**config.mk**
```make
export PLATFORM = sky130hd
export DESIGN_NAME = ts_audio_payload_extractor
export DESIGN_NICKNAME = d
export VERILOG_FILES = /design/src/rtl/tsape_pkg.sv /design/src/rtl/tsape_front.sv /design/src/rtl/tsape_queue.sv /design/src/rtl/tsape_back.sv /design/src/rtl/ts_audio_payload_extractor.sv
export VERILOG_INCLUDE_DIRS = /design/src /design/src/rtl
export SDC_FILE = /design/constraint.sdc
export NUM_CORES = 1
export LEC_CHECK = 0
export ABC_CLOCK_PERIOD_IN_PS = 3600
export BUFFER_PORTS_ARGS = -buffer_cell sky130_fd_sc_hd__buf_2
export CELL_PAD_IN_SITES_DETAIL_PLACEMENT = 0
export CELL_PAD_IN_SITES_GLOBAL_PLACEMENT = 1
export CORE_MARGIN = 2
export CORE_UTILIZATION = 34
export CTS_BUF_LIST = sky130_fd_sc_hd__clkbuf_8
export DETAILED_ROUTE_END_ITERATION = 12
export GPL_ROUTABILITY_DRIVEN = 1
export PLACE_DENSITY = 0.63
export SKIP_LAST_GASP = 1
export SLEW_MARGIN = 5
export SYNTH_ARGS = -nofsm -noshare
export SYNTH_HDL_FRONTEND = slang
export SYNTH_SLANG_ARGS = --single-unit
```
**constraint.sdc**
```tcl
create_clock -name clk -period 3.6 [get_ports clk]
set_input_delay 0.54 -clock clk [delete_from_list [all_inputs] [get_ports clk]]
set_output_delay 0.54 -clock clk [all_outputs]
set_load 0.01 [all_outputs]
```
**src/rtl/ts_audio_payload_extractor_defines.svh**
```systemverilog
// Assertion macros used by the top level of the transport-stream payload extractor RTL.
`ifndef TS_AUDIO_PAYLOAD_EXTRACTOR_DEFINES_SVH
`define TS_AUDIO_PAYLOAD_EXTRACTOR_DEFINES_SVH

// same-cycle implication, disabled in reset
`define TSAPE_ASSERT_NOW(label, clk, rst_n, ante, cons, msg) \
    label: assert property (@(posedge clk) disable iff (!rst_n) (ante) |-> (cons)) \
        else $error(msg);

// next-cycle implication, disabled in reset
`define TSAPE_ASSERT_NEXT(label, clk, rst_n, ante, cons, msg) \
    label: assert property (@(posedge clk) disable iff (!rst_n) (ante) |=> (cons)) \
        else $error(msg);

`endif

```
**src/rtl/tsape_pkg.sv**
```systemverilog
// Types, constants and register codes of the transport-stream payload extractor.
`default_nettype none
package tsape_pkg;

    localparam int PACKET_BYTES_DEF = 188;
    localparam int QUEUE_DEPTH_DEF  = 4;

    localparam int CFG_INDEX_W = 3;
    localparam int CFG_DATA_W  = 16;

    typedef enum logic [CFG_INDEX_W-1:0] {
        CFG_TARGET_PID     = 3'd0,
        CFG_START_SKIP     = 3'd1,
        CFG_HEADER_SKIP    = 3'd2,
        CFG_EXPECTED_BYTES = 3'd3,
        CFG_SWAP_ENABLE    = 3'd4
    } cfg_index_t;

    localparam logic [12:0] TARGET_PID_RST     = 13'h1100;
    localparam logic [7:0]  START_SKIP_RST     = 8'd20;
    localparam logic [7:0]  HEADER_SKIP_RST    = 8'd12;
    localparam logic [15:0] EXPECTED_BYTES_RST = 16'd1920;
    localparam logic        SWAP_ENABLE_RST    = 1'b1;

    localparam logic [1:0] STATUS_OK             = 2'd0;
    localparam logic [1:0] STATUS_BAD_ADAPT      = 2'd1;
    localparam logic [1:0] STATUS_TOTAL_MISMATCH = 2'd2;
    localparam logic [1:0] STATUS_PARTIAL        = 2'd3;

    localparam logic [1:0] AFC_PAYLOAD_ONLY  = 2'd1;
    localparam logic [1:0] AFC_ADAPT_PAYLOAD = 2'd3;

    localparam logic [15:0] BYTE_TOTAL_MAX = 16'hFFFF;

    typedef struct packed {
        logic [7:0] data_byte;
        logic       datagram_start;
        logic       slice_end;
    } in_beat_t;

    typedef struct packed {
        logic [7:0] out_byte;
        logic       buffer_end;
        logic [1:0] status;
    } out_beat_t;

    typedef struct packed {
        logic [12:0] target_pid;
        logic [7:0]  start_skip;
        logic [7:0]  header_skip;
        logic [15:0] expected_bytes;
        logic        swap_enable;
    } cfg_t;

    // one queue entry: the one or two results caused by one input beat
    typedef struct packed {
        logic       two_res;
        logic [7:0] byte0;
        logic [7:0] byte1;
        logic       buffer_end;
        logic [1:0] status;
    } qent_t;

endpackage
`default_nettype wire

```
**src/rtl/tsape_front.sv**
```systemverilog
// Front end: datagram/packet parser, payload selection, pairing and slice status.
`default_nettype none
module tsape_front
    import tsape_pkg::*;
#(
    parameter int PACKET_BYTES = PACKET_BYTES_DEF
)
(
    input  wire logic     clk,
    input  wire logic     rst_n,
    input  wire logic     fire,
    input  wire in_beat_t beat,
    input  wire cfg_t     cfg,
    output logic          push,
    output qent_t         entry
);

    localparam int IdxW = $clog2(PACKET_BYTES);
    localparam logic [IdxW-1:0] IdxLast = IdxW'(PACKET_BYTES - 1);

    logic [7:0]      header_left_reg,   header_left_next;
    logic [IdxW-1:0] packet_index_reg,  packet_index_next;
    logic [12:0]     packet_pid_reg,    packet_pid_next;
    logic            unit_start_reg,    unit_start_next;
    logic [1:0]      adapt_control_reg, adapt_control_next;
    logic [7:0]      skip_left_reg,     skip_left_next;
    logic [7:0]      pending_byte_reg,  pending_byte_next;
    logic            pending_valid_reg, pending_valid_next;
    logic [15:0]     byte_total_reg,    byte_total_next;
    logic [1:0]      error_code_reg,    error_code_next;

    logic [1:0] n_res;
    logic [7:0] res0;
    logic [7:0] res1;
    logic [1:0] st;
    logic       match;
    logic [7:0] b;

    always_comb
    begin
        header_left_next   = header_left_reg;
        packet_index_next  = packet_index_reg;
        packet_pid_next    = packet_pid_reg;
        unit_start_next    = unit_start_reg;
        adapt_control_next = adapt_control_reg;
        skip_left_next     = skip_left_reg;
        pending_byte_next  = pending_byte_reg;
        pending_valid_next = pending_valid_reg;
        byte_total_next    = byte_total_reg;
        error_code_next    = error_code_reg;
        n_res = 2'd0;
        res0  = 8'd0;
        res1  = 8'd0;
        st    = STATUS_OK;
        b     = beat.data_byte;
        match = (packet_pid_reg == cfg.target_pid);

        if (fire)
        begin
            if (beat.datagram_start)
            begin
                if ((packet_index_next != '0 || header_left_next != 8'd0)
                    && error_code_next == STATUS_OK)
                    error_code_next = STATUS_PARTIAL;
                packet_index_next = '0;
                header_left_next  = cfg.header_skip;
            end

            if (header_left_next != 8'd0)
            begin
                header_left_next = header_left_next - 8'd1;
            end
            else
            begin
                if (packet_index_next == IdxW'(1))
                begin
                    unit_start_next = b[6];
                    packet_pid_next = {b[4:0], 8'h00};
                end
                else if (packet_index_next == IdxW'(2))
                begin
                    packet_pid_next = packet_pid_next | {5'd0, b};
                end
                else if (packet_index_next == IdxW'(3))
                begin
                    adapt_control_next = b[5:4];
                    skip_left_next     = 8'd0;
                    if (match)
                    begin
                        if (unit_start_next)
                        begin
                            skip_left_next = cfg.start_skip;
                            if (b[5:4] != AFC_PAYLOAD_ONLY && error_code_next == STATUS_OK)
                                error_code_next = STATUS_BAD_ADAPT;
                        end
                        else if (b[5:4] != AFC_PAYLOAD_ONLY && b[5:4] != AFC_ADAPT_PAYLOAD
                                 && error_code_next == STATUS_OK)
                        begin
                            error_code_next = STATUS_BAD_ADAPT;
                        end
                    end
                end
                else if (packet_index_next >= IdxW'(4))
                begin
                    if (match && (unit_start_next || adapt_control_next == AFC_PAYLOAD_ONLY
                                  || adapt_control_next == AFC_ADAPT_PAYLOAD))
                    begin
                        if (!unit_start_next && adapt_control_next == AFC_ADAPT_PAYLOAD
                            && packet_index_next == IdxW'(4))
                        begin
                            skip_left_next = b;
                        end
                        else if (skip_left_next != 8'd0)
                        begin
                            skip_left_next = skip_left_next - 8'd1;
                        end
                        else
                        begin
                            if (byte_total_next != BYTE_TOTAL_MAX)
                                byte_total_next = byte_total_next + 16'd1;
                            if (cfg.swap_enable)
                            begin
                                if (pending_valid_next)
                                begin
                                    res0 = b;
                                    res1 = pending_byte_next;
                                    n_res = 2'd2;
                                    pending_valid_next = 1'b0;
                                end
                                else
                                begin
                                    pending_byte_next  = b;
                                    pending_valid_next = 1'b1;
                                end
                            end
                            else
                            begin
                                if (pending_valid_next)
                                begin
                                    res0 = pending_byte_next;
                                    res1 = b;
                                    n_res = 2'd2;
                                    pending_valid_next = 1'b0;
                                end
                                else
                                begin
                                    res0 = b;
                                    n_res = 2'd1;
                                end
                            end
                        end
                    end
                end
                packet_index_next = (packet_index_next == IdxLast) ? '0
                                                                   : packet_index_next + IdxW'(1);
            end

            if (beat.slice_end)
            begin
                // a waiting byte only exists here when nothing was emitted yet
                if (pending_valid_next)
                begin
                    res0 = pending_byte_next;
                    n_res = 2'd1;
                end
                if ((packet_index_next != '0 || header_left_next != 8'd0)
                    && error_code_next == STATUS_OK)
                    error_code_next = STATUS_PARTIAL;
                if (error_code_next != STATUS_OK)
                    st = error_code_next;
                else if (byte_total_next != cfg.expected_bytes)
                    st = STATUS_TOTAL_MISMATCH;
                else
                    st = STATUS_OK;
                if (n_res == 2'd0)
                begin
                    res0 = 8'd0;
                    n_res = 2'd1;
                end
                header_left_next   = 8'd0;
                packet_index_next  = '0;
                skip_left_next     = 8'd0;
                pending_byte_next  = 8'd0;
                pending_valid_next = 1'b0;
                byte_total_next    = 16'd0;
                error_code_next    = STATUS_OK;
            end
        end

        push             = fire && (n_res != 2'd0);
        entry.two_res    = (n_res == 2'd2);
        entry.byte0      = res0;
        entry.byte1      = res1;
        entry.buffer_end = beat.slice_end;
        entry.status     = st;
    end

    always_ff @(posedge clk or negedge rst_n)
    begin
        if (!rst_n)
        begin
            header_left_reg   <= 8'd0;
            packet_index_reg  <= '0;
            packet_pid_reg    <= 13'd0;
            unit_start_reg    <= 1'b0;
            adapt_control_reg <= 2'd0;
            skip_left_reg     <= 8'd0;
            pending_byte_reg  <= 8'd0;
            pending_valid_reg <= 1'b0;
            byte_total_reg    <= 16'd0;
            error_code_reg    <= STATUS_OK;
        end
        else
        begin
            header_left_reg   <= header_left_next;
            packet_index_reg  <= packet_index_next;
            packet_pid_reg    <= packet_pid_next;
            unit_start_reg    <= unit_start_next;
            adapt_control_reg <= adapt_control_next;
            skip_left_reg     <= skip_left_next;
            pending_byte_reg  <= pending_byte_next;
            pending_valid_reg <= pending_valid_next;
            byte_total_reg    <= byte_total_next;
            error_code_reg    <= error_code_next;
        end
    end

endmodule
`default_nettype wire

```
**src/rtl/tsape_queue.sv**
```systemverilog
// Short result queue between the parser front end and the output back end.
`default_nettype none
module tsape_queue
    import tsape_pkg::*;
#(
    parameter int QUEUE_DEPTH = QUEUE_DEPTH_DEF
)
(
    input  wire logic  clk,
    input  wire logic  rst_n,
    input  wire logic  push,
    input  wire qent_t push_data,
    input  wire logic  pop,
    output logic       full,
    output logic       head_valid,
    output qent_t      head
);

    localparam int PtrW = (QUEUE_DEPTH > 1) ? $clog2(QUEUE_DEPTH) : 1;
    localparam int CntW = $clog2(QUEUE_DEPTH + 1);
    localparam logic [PtrW-1:0] PtrLast = PtrW'(QUEUE_DEPTH - 1);

    qent_t           mem [QUEUE_DEPTH];
    logic [PtrW-1:0] wr_ptr_reg, wr_ptr_next;
    logic [PtrW-1:0] rd_ptr_reg, rd_ptr_next;
    logic [CntW-1:0] count_reg,  count_next;
    logic            do_push;
    logic            do_pop;

    always_comb
    begin
        do_push     = push && !full;
        do_pop      = pop && head_valid;
        wr_ptr_next = wr_ptr_reg;
        rd_ptr_next = rd_ptr_reg;
        count_next  = count_reg;
        if (do_push)
            wr_ptr_next = (wr_ptr_reg == PtrLast) ? '0 : wr_ptr_reg + PtrW'(1);
        if (do_pop)
            rd_ptr_next = (rd_ptr_reg == PtrLast) ? '0 : rd_ptr_reg + PtrW'(1);
        if (do_push && !do_pop)
            count_next = count_reg + CntW'(1);
        else if (do_pop && !do_push)
            count_next = count_reg - CntW'(1);
    end

    assign full       = (count_reg == CntW'(QUEUE_DEPTH));
    assign head_valid = (count_reg != '0);
    assign head       = mem[rd_ptr_reg];

    always_ff @(posedge clk)
    begin
        if (do_push)
            mem[wr_ptr_reg] <= push_data;
    end

    always_ff @(posedge clk or negedge rst_n)
    begin
        if (!rst_n)
        begin
            wr_ptr_reg <= '0;
            rd_ptr_reg <= '0;
            count_reg  <= '0;
        end
        else
        begin
            wr_ptr_reg <= wr_ptr_next;
            rd_ptr_reg <= rd_ptr_next;
            count_reg  <= count_next;
        end
    end

endmodule
`default_nettype wire

```
**src/rtl/tsape_back.sv**
```systemverilog
// Back end: unpacks queue entries into single result beats through an output register.
`default_nettype none
module tsape_back
    import tsape_pkg::*;
(
    input  wire logic  clk,
    input  wire logic  rst_n,
    input  wire logic  head_valid,
    input  wire qent_t head,
    output logic       pop,
    output logic       out_valid,
    input  wire logic  out_stall,
    output out_beat_t  out_data
);

    logic      out_valid_reg, out_valid_next;
    out_beat_t out_data_reg,  out_data_next;
    logic      half_reg,      half_next;
    logic      load;
    logic      last;

    always_comb
    begin
        load           = head_valid && (!out_valid_reg || !out_stall);
        last           = half_reg || !head.two_res;
        pop            = load && last;
        half_next      = half_reg;
        out_valid_next = out_valid_reg && out_stall;
        out_data_next  = out_data_reg;
        if (load)
        begin
            out_valid_next         = 1'b1;
            out_data_next.out_byte = half_reg ? head.byte1 : head.byte0;
            out_data_next.buffer_end = last && head.buffer_end;
            out_data_next.status   = (last && head.buffer_end) ? head.status : STATUS_OK;
            half_next              = !last;
        end
    end

    assign out_valid = out_valid_reg;
    assign out_data  = out_data_reg;

    always_ff @(posedge clk)
    begin
        out_data_reg <= out_data_next;
    end

    always_ff @(posedge clk or negedge rst_n)
    begin
        if (!rst_n)
        begin
            out_valid_reg <= 1'b0;
            half_reg      <= 1'b0;
        end
        else
        begin
            out_valid_reg <= out_valid_next;
            half_reg      <= half_next;
        end
    end

endmodule
`default_nettype wire

```
**src/rtl/ts_audio_payload_extractor.sv**
```systemverilog
// Path: a beat accepted at the input is written into the result queue, then loaded into the output
// register that drives out_data; a second result of the same beat follows the first.
// Throughput: one input beat per cycle while the queue is not full; the output register sends one
// result per cycle while out_stall is low, so a beat that yields two results holds the output for both.
// in_stall rises only while the result queue (QUEUE_DEPTH entries) is full.
// Reset: rst_n clears parser state, queue and output; registers return to defaults.
`default_nettype none
`include "ts_audio_payload_extractor_defines.svh"
module ts_audio_payload_extractor
    import tsape_pkg::*;
#(
    parameter int PACKET_BYTES = PACKET_BYTES_DEF,
    parameter int QUEUE_DEPTH  = QUEUE_DEPTH_DEF
)
(
    input  wire logic                   clk,
    input  wire logic                   rst_n,
    input  wire logic                   in_valid,
    output logic                        in_stall,
    input  wire in_beat_t               in_data,
    output logic                        out_valid,
    input  wire logic                   out_stall,
    output out_beat_t                   out_data,
    input  wire logic                   cfg_we,
    input  wire logic [CFG_INDEX_W-1:0] cfg_index,
    input  wire logic [CFG_DATA_W-1:0]  cfg_data
);

    cfg_t  cfg_reg;
    logic  fire;
    logic  push;
    qent_t entry;
    logic  q_full;
    logic  q_valid;
    qent_t q_head;
    logic  pop;

    always_ff @(posedge clk or negedge rst_n)
    begin
        if (!rst_n)
        begin
            cfg_reg.target_pid     <= TARGET_PID_RST;
            cfg_reg.start_skip     <= START_SKIP_RST;
            cfg_reg.header_skip    <= HEADER_SKIP_RST;
            cfg_reg.expected_bytes <= EXPECTED_BYTES_RST;
            cfg_reg.swap_enable    <= SWAP_ENABLE_RST;
        end
        else if (cfg_we)
        begin
            case (cfg_index)
                CFG_TARGET_PID:     cfg_reg.target_pid     <= cfg_data[12:0];
                CFG_START_SKIP:     cfg_reg.start_skip     <= cfg_data[7:0];
                CFG_HEADER_SKIP:    cfg_reg.header_skip    <= cfg_data[7:0];
                CFG_EXPECTED_BYTES: cfg_reg.expected_bytes <= cfg_data;
                CFG_SWAP_ENABLE:    cfg_reg.swap_enable    <= cfg_data[0];
                default:            ;
            endcase
        end
    end

    assign in_stall = q_full;
    assign fire     = in_valid && !q_full;

    tsape_front #(
        .PACKET_BYTES (PACKET_BYTES)
    ) u_front (
        .clk   (clk),
        .rst_n (rst_n),
        .fire  (fire),
        .beat  (in_data),
        .cfg   (cfg_reg),
        .push  (push),
        .entry (entry)
    );

    tsape_queue #(
        .QUEUE_DEPTH (QUEUE_DEPTH)
    ) u_queue (
        .clk        (clk),
        .rst_n      (rst_n),
        .push       (push),
        .push_data  (entry),
        .pop        (pop),
        .full       (q_full),
        .head_valid (q_valid),
        .head       (q_head)
    );

    tsape_back u_back (
        .clk        (clk),
        .rst_n      (rst_n),
        .head_valid (q_valid),
        .head       (q_head),
        .pop        (pop),
        .out_valid  (out_valid),
        .out_stall  (out_stall),
        .out_data   (out_data)
    );

    `TSAPE_ASSERT_NOW(a_status_on_end, clk, rst_n, out_valid && out_data.status != STATUS_OK, out_data.buffer_end, "status without buffer_end")
    `TSAPE_ASSERT_NEXT(a_slice_end_queued, clk, rst_n, in_valid && !in_stall && in_data.slice_end, q_valid, "slice end beat produced no queue entry")
    `TSAPE_ASSERT_NEXT(a_no_spurious_out, clk, rst_n, !out_valid && !q_valid, !out_valid, "result beat from empty queue")

endmodule
`default_nettype wire

```
==> summary.md <==
| Metric | Value |
|---|---|
| Status | `complete, no violations` |
| Fin Clk Skew | `32.9 ps` |
| Top-count cell post-synth | `dfrtp_1` |
| CTS tree | `yes` |
| Mapped Cells | `967` |
| #FFs+latches synth | `~210` |
| Worst Max-Slew Pin Slew | `between 900 and 1000 ps` |
| WL per Instance | `18.8 um` |
| CTS Buf Count | `40` |
| DR pass1 iterations | `5` |
| Initial antenna violation count | `0` |
| Setup WS pre-CTS | `-51.8 ps` |
| Largest net degree at the start of global routing | `71` |
| Fraction of registers with async set/reset | `between 50% and 60%` |
| Worst skew pair latency | `~560 ps` |
| Top cells by area, synth | `dfrtp_1 25%, edfxtp_1 25%, mux2_2 6.8%` |
| Worst Path Arrival | `around 3700 ps` |
| Sequential cell area | `between 0.005 and 0.006 mm^2` |
| Crit. End Element | `flip-flop` |
| Grt ovf | `0` |
| Synth Area in XOR/XNOR | `3.39%` |
| Worst-path clk slew | `60 ps` |
| Total Nets Final | `approximately 1100` |
| Worst vdd ir | `0.321 mV` |
| IO Pins | `47` |
| Post-synth top cells | `111 x dfrtp_1, 91 x edfxtp_1, 88 x nand2_1` |
| Area leader, netlist | `dfrtp_1` |
| TNS Setup | `0 ps` |
| Vias per cell | `around 5.2` |
| Area of the mapped netlist | `approximately 0.011 mm^2` |
| Yosys warning count | `0` |
| Iteration-0 DRC Markers | `361` |
| Final Hold Vio Count | `0` |
| Avg Cell Area, Syn | `around 11 um^2` |
| Post-synthesis simple-gate area fraction | `between 10% and 20%` |
| Worst hold slack | `35.3 ps` |
| RePlAce Congestion | `0.863` |
| Post-route ant nets | `0` |
| Diode count | `0` |
| Final HPWL DP | `roughly 20000 um` |
| Slew Limit Fails | `0` |
| H-tree depth reported by CTS | `2` |
| Multiplexer share of the synthesized area | `14.0%` |
| Post-CTS setup buffers | `0` |
| Via count | `around 8000` |
| Max FFs per register | `80` |
| Row count | `66` |
| PnR worst setup slack | `around 220 ps` |
| Max Cap Viol | `0` |
| Hold_buf cts | `0` |
| Worst endpoint required time | `a little under 4000 ps` |
| EDFF count, synth | `between 90 and 100` |
| I/O Buffers | `between 40 and 50` |
| Synth Area in Compound Gates | `10.8%` |
| P_leak | `about 0.0053 uW` |
| First-pass GRT wire length | `about 47000 um` |
| Starting Density | `34.3%` |
| Detailed-route DRC error count | `0` |
| Die X-Extent | `roughly 180 um` |
| Resized cells post-CTS | `0` |
| Post-Syn Nets | `slightly above 1000` |
| CTS Root Cell | `clkbuf_8` |
| Area delta synth->final | `18.2%` |
| Slew HR | `39.5%` |
| Multi-input gate area | `0.00511 mm^2` |
| Layout cell share with drive strength beyond 1 | `between 20 and 30%` |
| Sequential area share after synthesis | `a little over half` |
| Netlist cell types | `81` |
| Main combinational cell family by area after synthesis | `simple AND/OR/NAND/NOR gates` |
| CP Max Fanout | `4` |
| Kind of critical path | `reg2reg` |
| Fmax | `296 MHz` |
| Die Height | `185 um` |
| Maximum clock insertion buffer count | `3` |
| Synth Area in Adders | `approximately 1.8%` |
| GRT Total Usage | `around 18%` |
| Final period utilization | `between 90% and 100%` |
| Vias in the first global route | `roughly 8100` |
| Pwr/cell area | `around 610 mW/mm^2` |
| RSZ-0062 raised after global routing | `no` |
| Top-area cell type share of the netlist area | `between 20% and 30%` |
| Total die area | `between 0.03 and 0.04 mm^2` |
| Fillers | `3205` |
| Worst hold path type | `in2async` |
| Worst setup SP type | `flip-flop` |
| Core Footprint | `roughly 0.032 mm^2` |
| Most used DFF post-synth | `dfrtp_1` |
| Routed wire length | `between 20000 and 30000 um` |
| Endpoints failing setup | `0` |
| Fin crit period | `between 3000 and 4000 ps` |
| TritonCTS Sinks | `213` |
## stage by stage
step / utilization (%) / power (uW) / cells / cell area [um^2]
2_1_floorplan: - / 5030 / 967 / 11200
6_report: 40.6 / 8040 / 1549 / 13100
5_1_grt: 40.6 / 8550 / 1549 / 13100
4_1_cts: 40.6 / 8160 / 1549 / 13100
3_5_place_dp: 38.2 / 5870 / 1479 / 12400
3_3_place_gp: 38.2 / 5850 / 1479 / 12400
## routing by layer
| metal | up-vias | GRT usage [%] | routed length [um] |
|---|---|---|---|
| met4 | 0 | 4.60 | 431 |
| met1 | 3969 | 25.3 | 13900 |
| met5 | - | 0 | 0 |
| met3 | 35 | 2.96 | 1290 |
| li1 | 3831 | - | - |
| met2 | 200 | 28.0 | 13500 |
## worst max-delay path: stages (launching register included)
cell and delay [ps]:
dfrtp_1 460, or3_1 420, o21ai_0 360, o221ai_1 220, mux2_1 270, or4b_1 430
or3_1 330, a211oi_2 190, buf_4 160, nor2_1 40, o211a_1 250
## worst paths after layout
check / slack [ps] / cells after the start / to / start
worst min register to register: 490 / 2 / u_back.out_valid / u_back.out_valid
worst min-delay path: 40 / 1 / cfg_reg[31] / rst_n
worst max-delay path: 220 / 10 / u_queue.mem[3][0] / u_front.header_left_reg[0]
min in group clk: 190 / 3 / u_back.out_valid / out_stall
worst max register to register: 220 / 10 / u_queue.mem[3][0] / u_front.header_left_reg[0]
max in group asynchronous: 2770 / 2 / cfg_reg[11] / rst_n
## power breakdown
part,switching [uW],internal (uW)
sequential,399,3050
clock,1050,1190
combinational,1190,1140
total,2650,5390
## cells by family after synthesis
kind of cell	after synthesis
compound gates	186
xor+xnor	43
fa+ha+maj	15
buf+inv	66
flops	213
mux	119
simple gates	325
## layout make-up
cell class              instances  share of cell area [%]
flip-flops and latches        213                    44.2
multi-input cells             688                    38.9
repair buffers                118                    6.40
clock buffers                  43                    4.51
well taps                     442                    4.21
clock inverters                27                    1.27
inverters                      18                   0.515
## layout by cell type, fill, tap and decap left out, drive strengths merged, types with 22 or more instances in the layout
cell,count
mux2i,26
clkbuf,43
inv,29
mux2,72
a21oi,47
xnor2,22
buf,118
dfrtp,111
edfxtp,91
nor2,70
nand2,89
nand3,29
o21ai,56
nor3,27
Note: power is estimated with default switching activity, not from simulation.
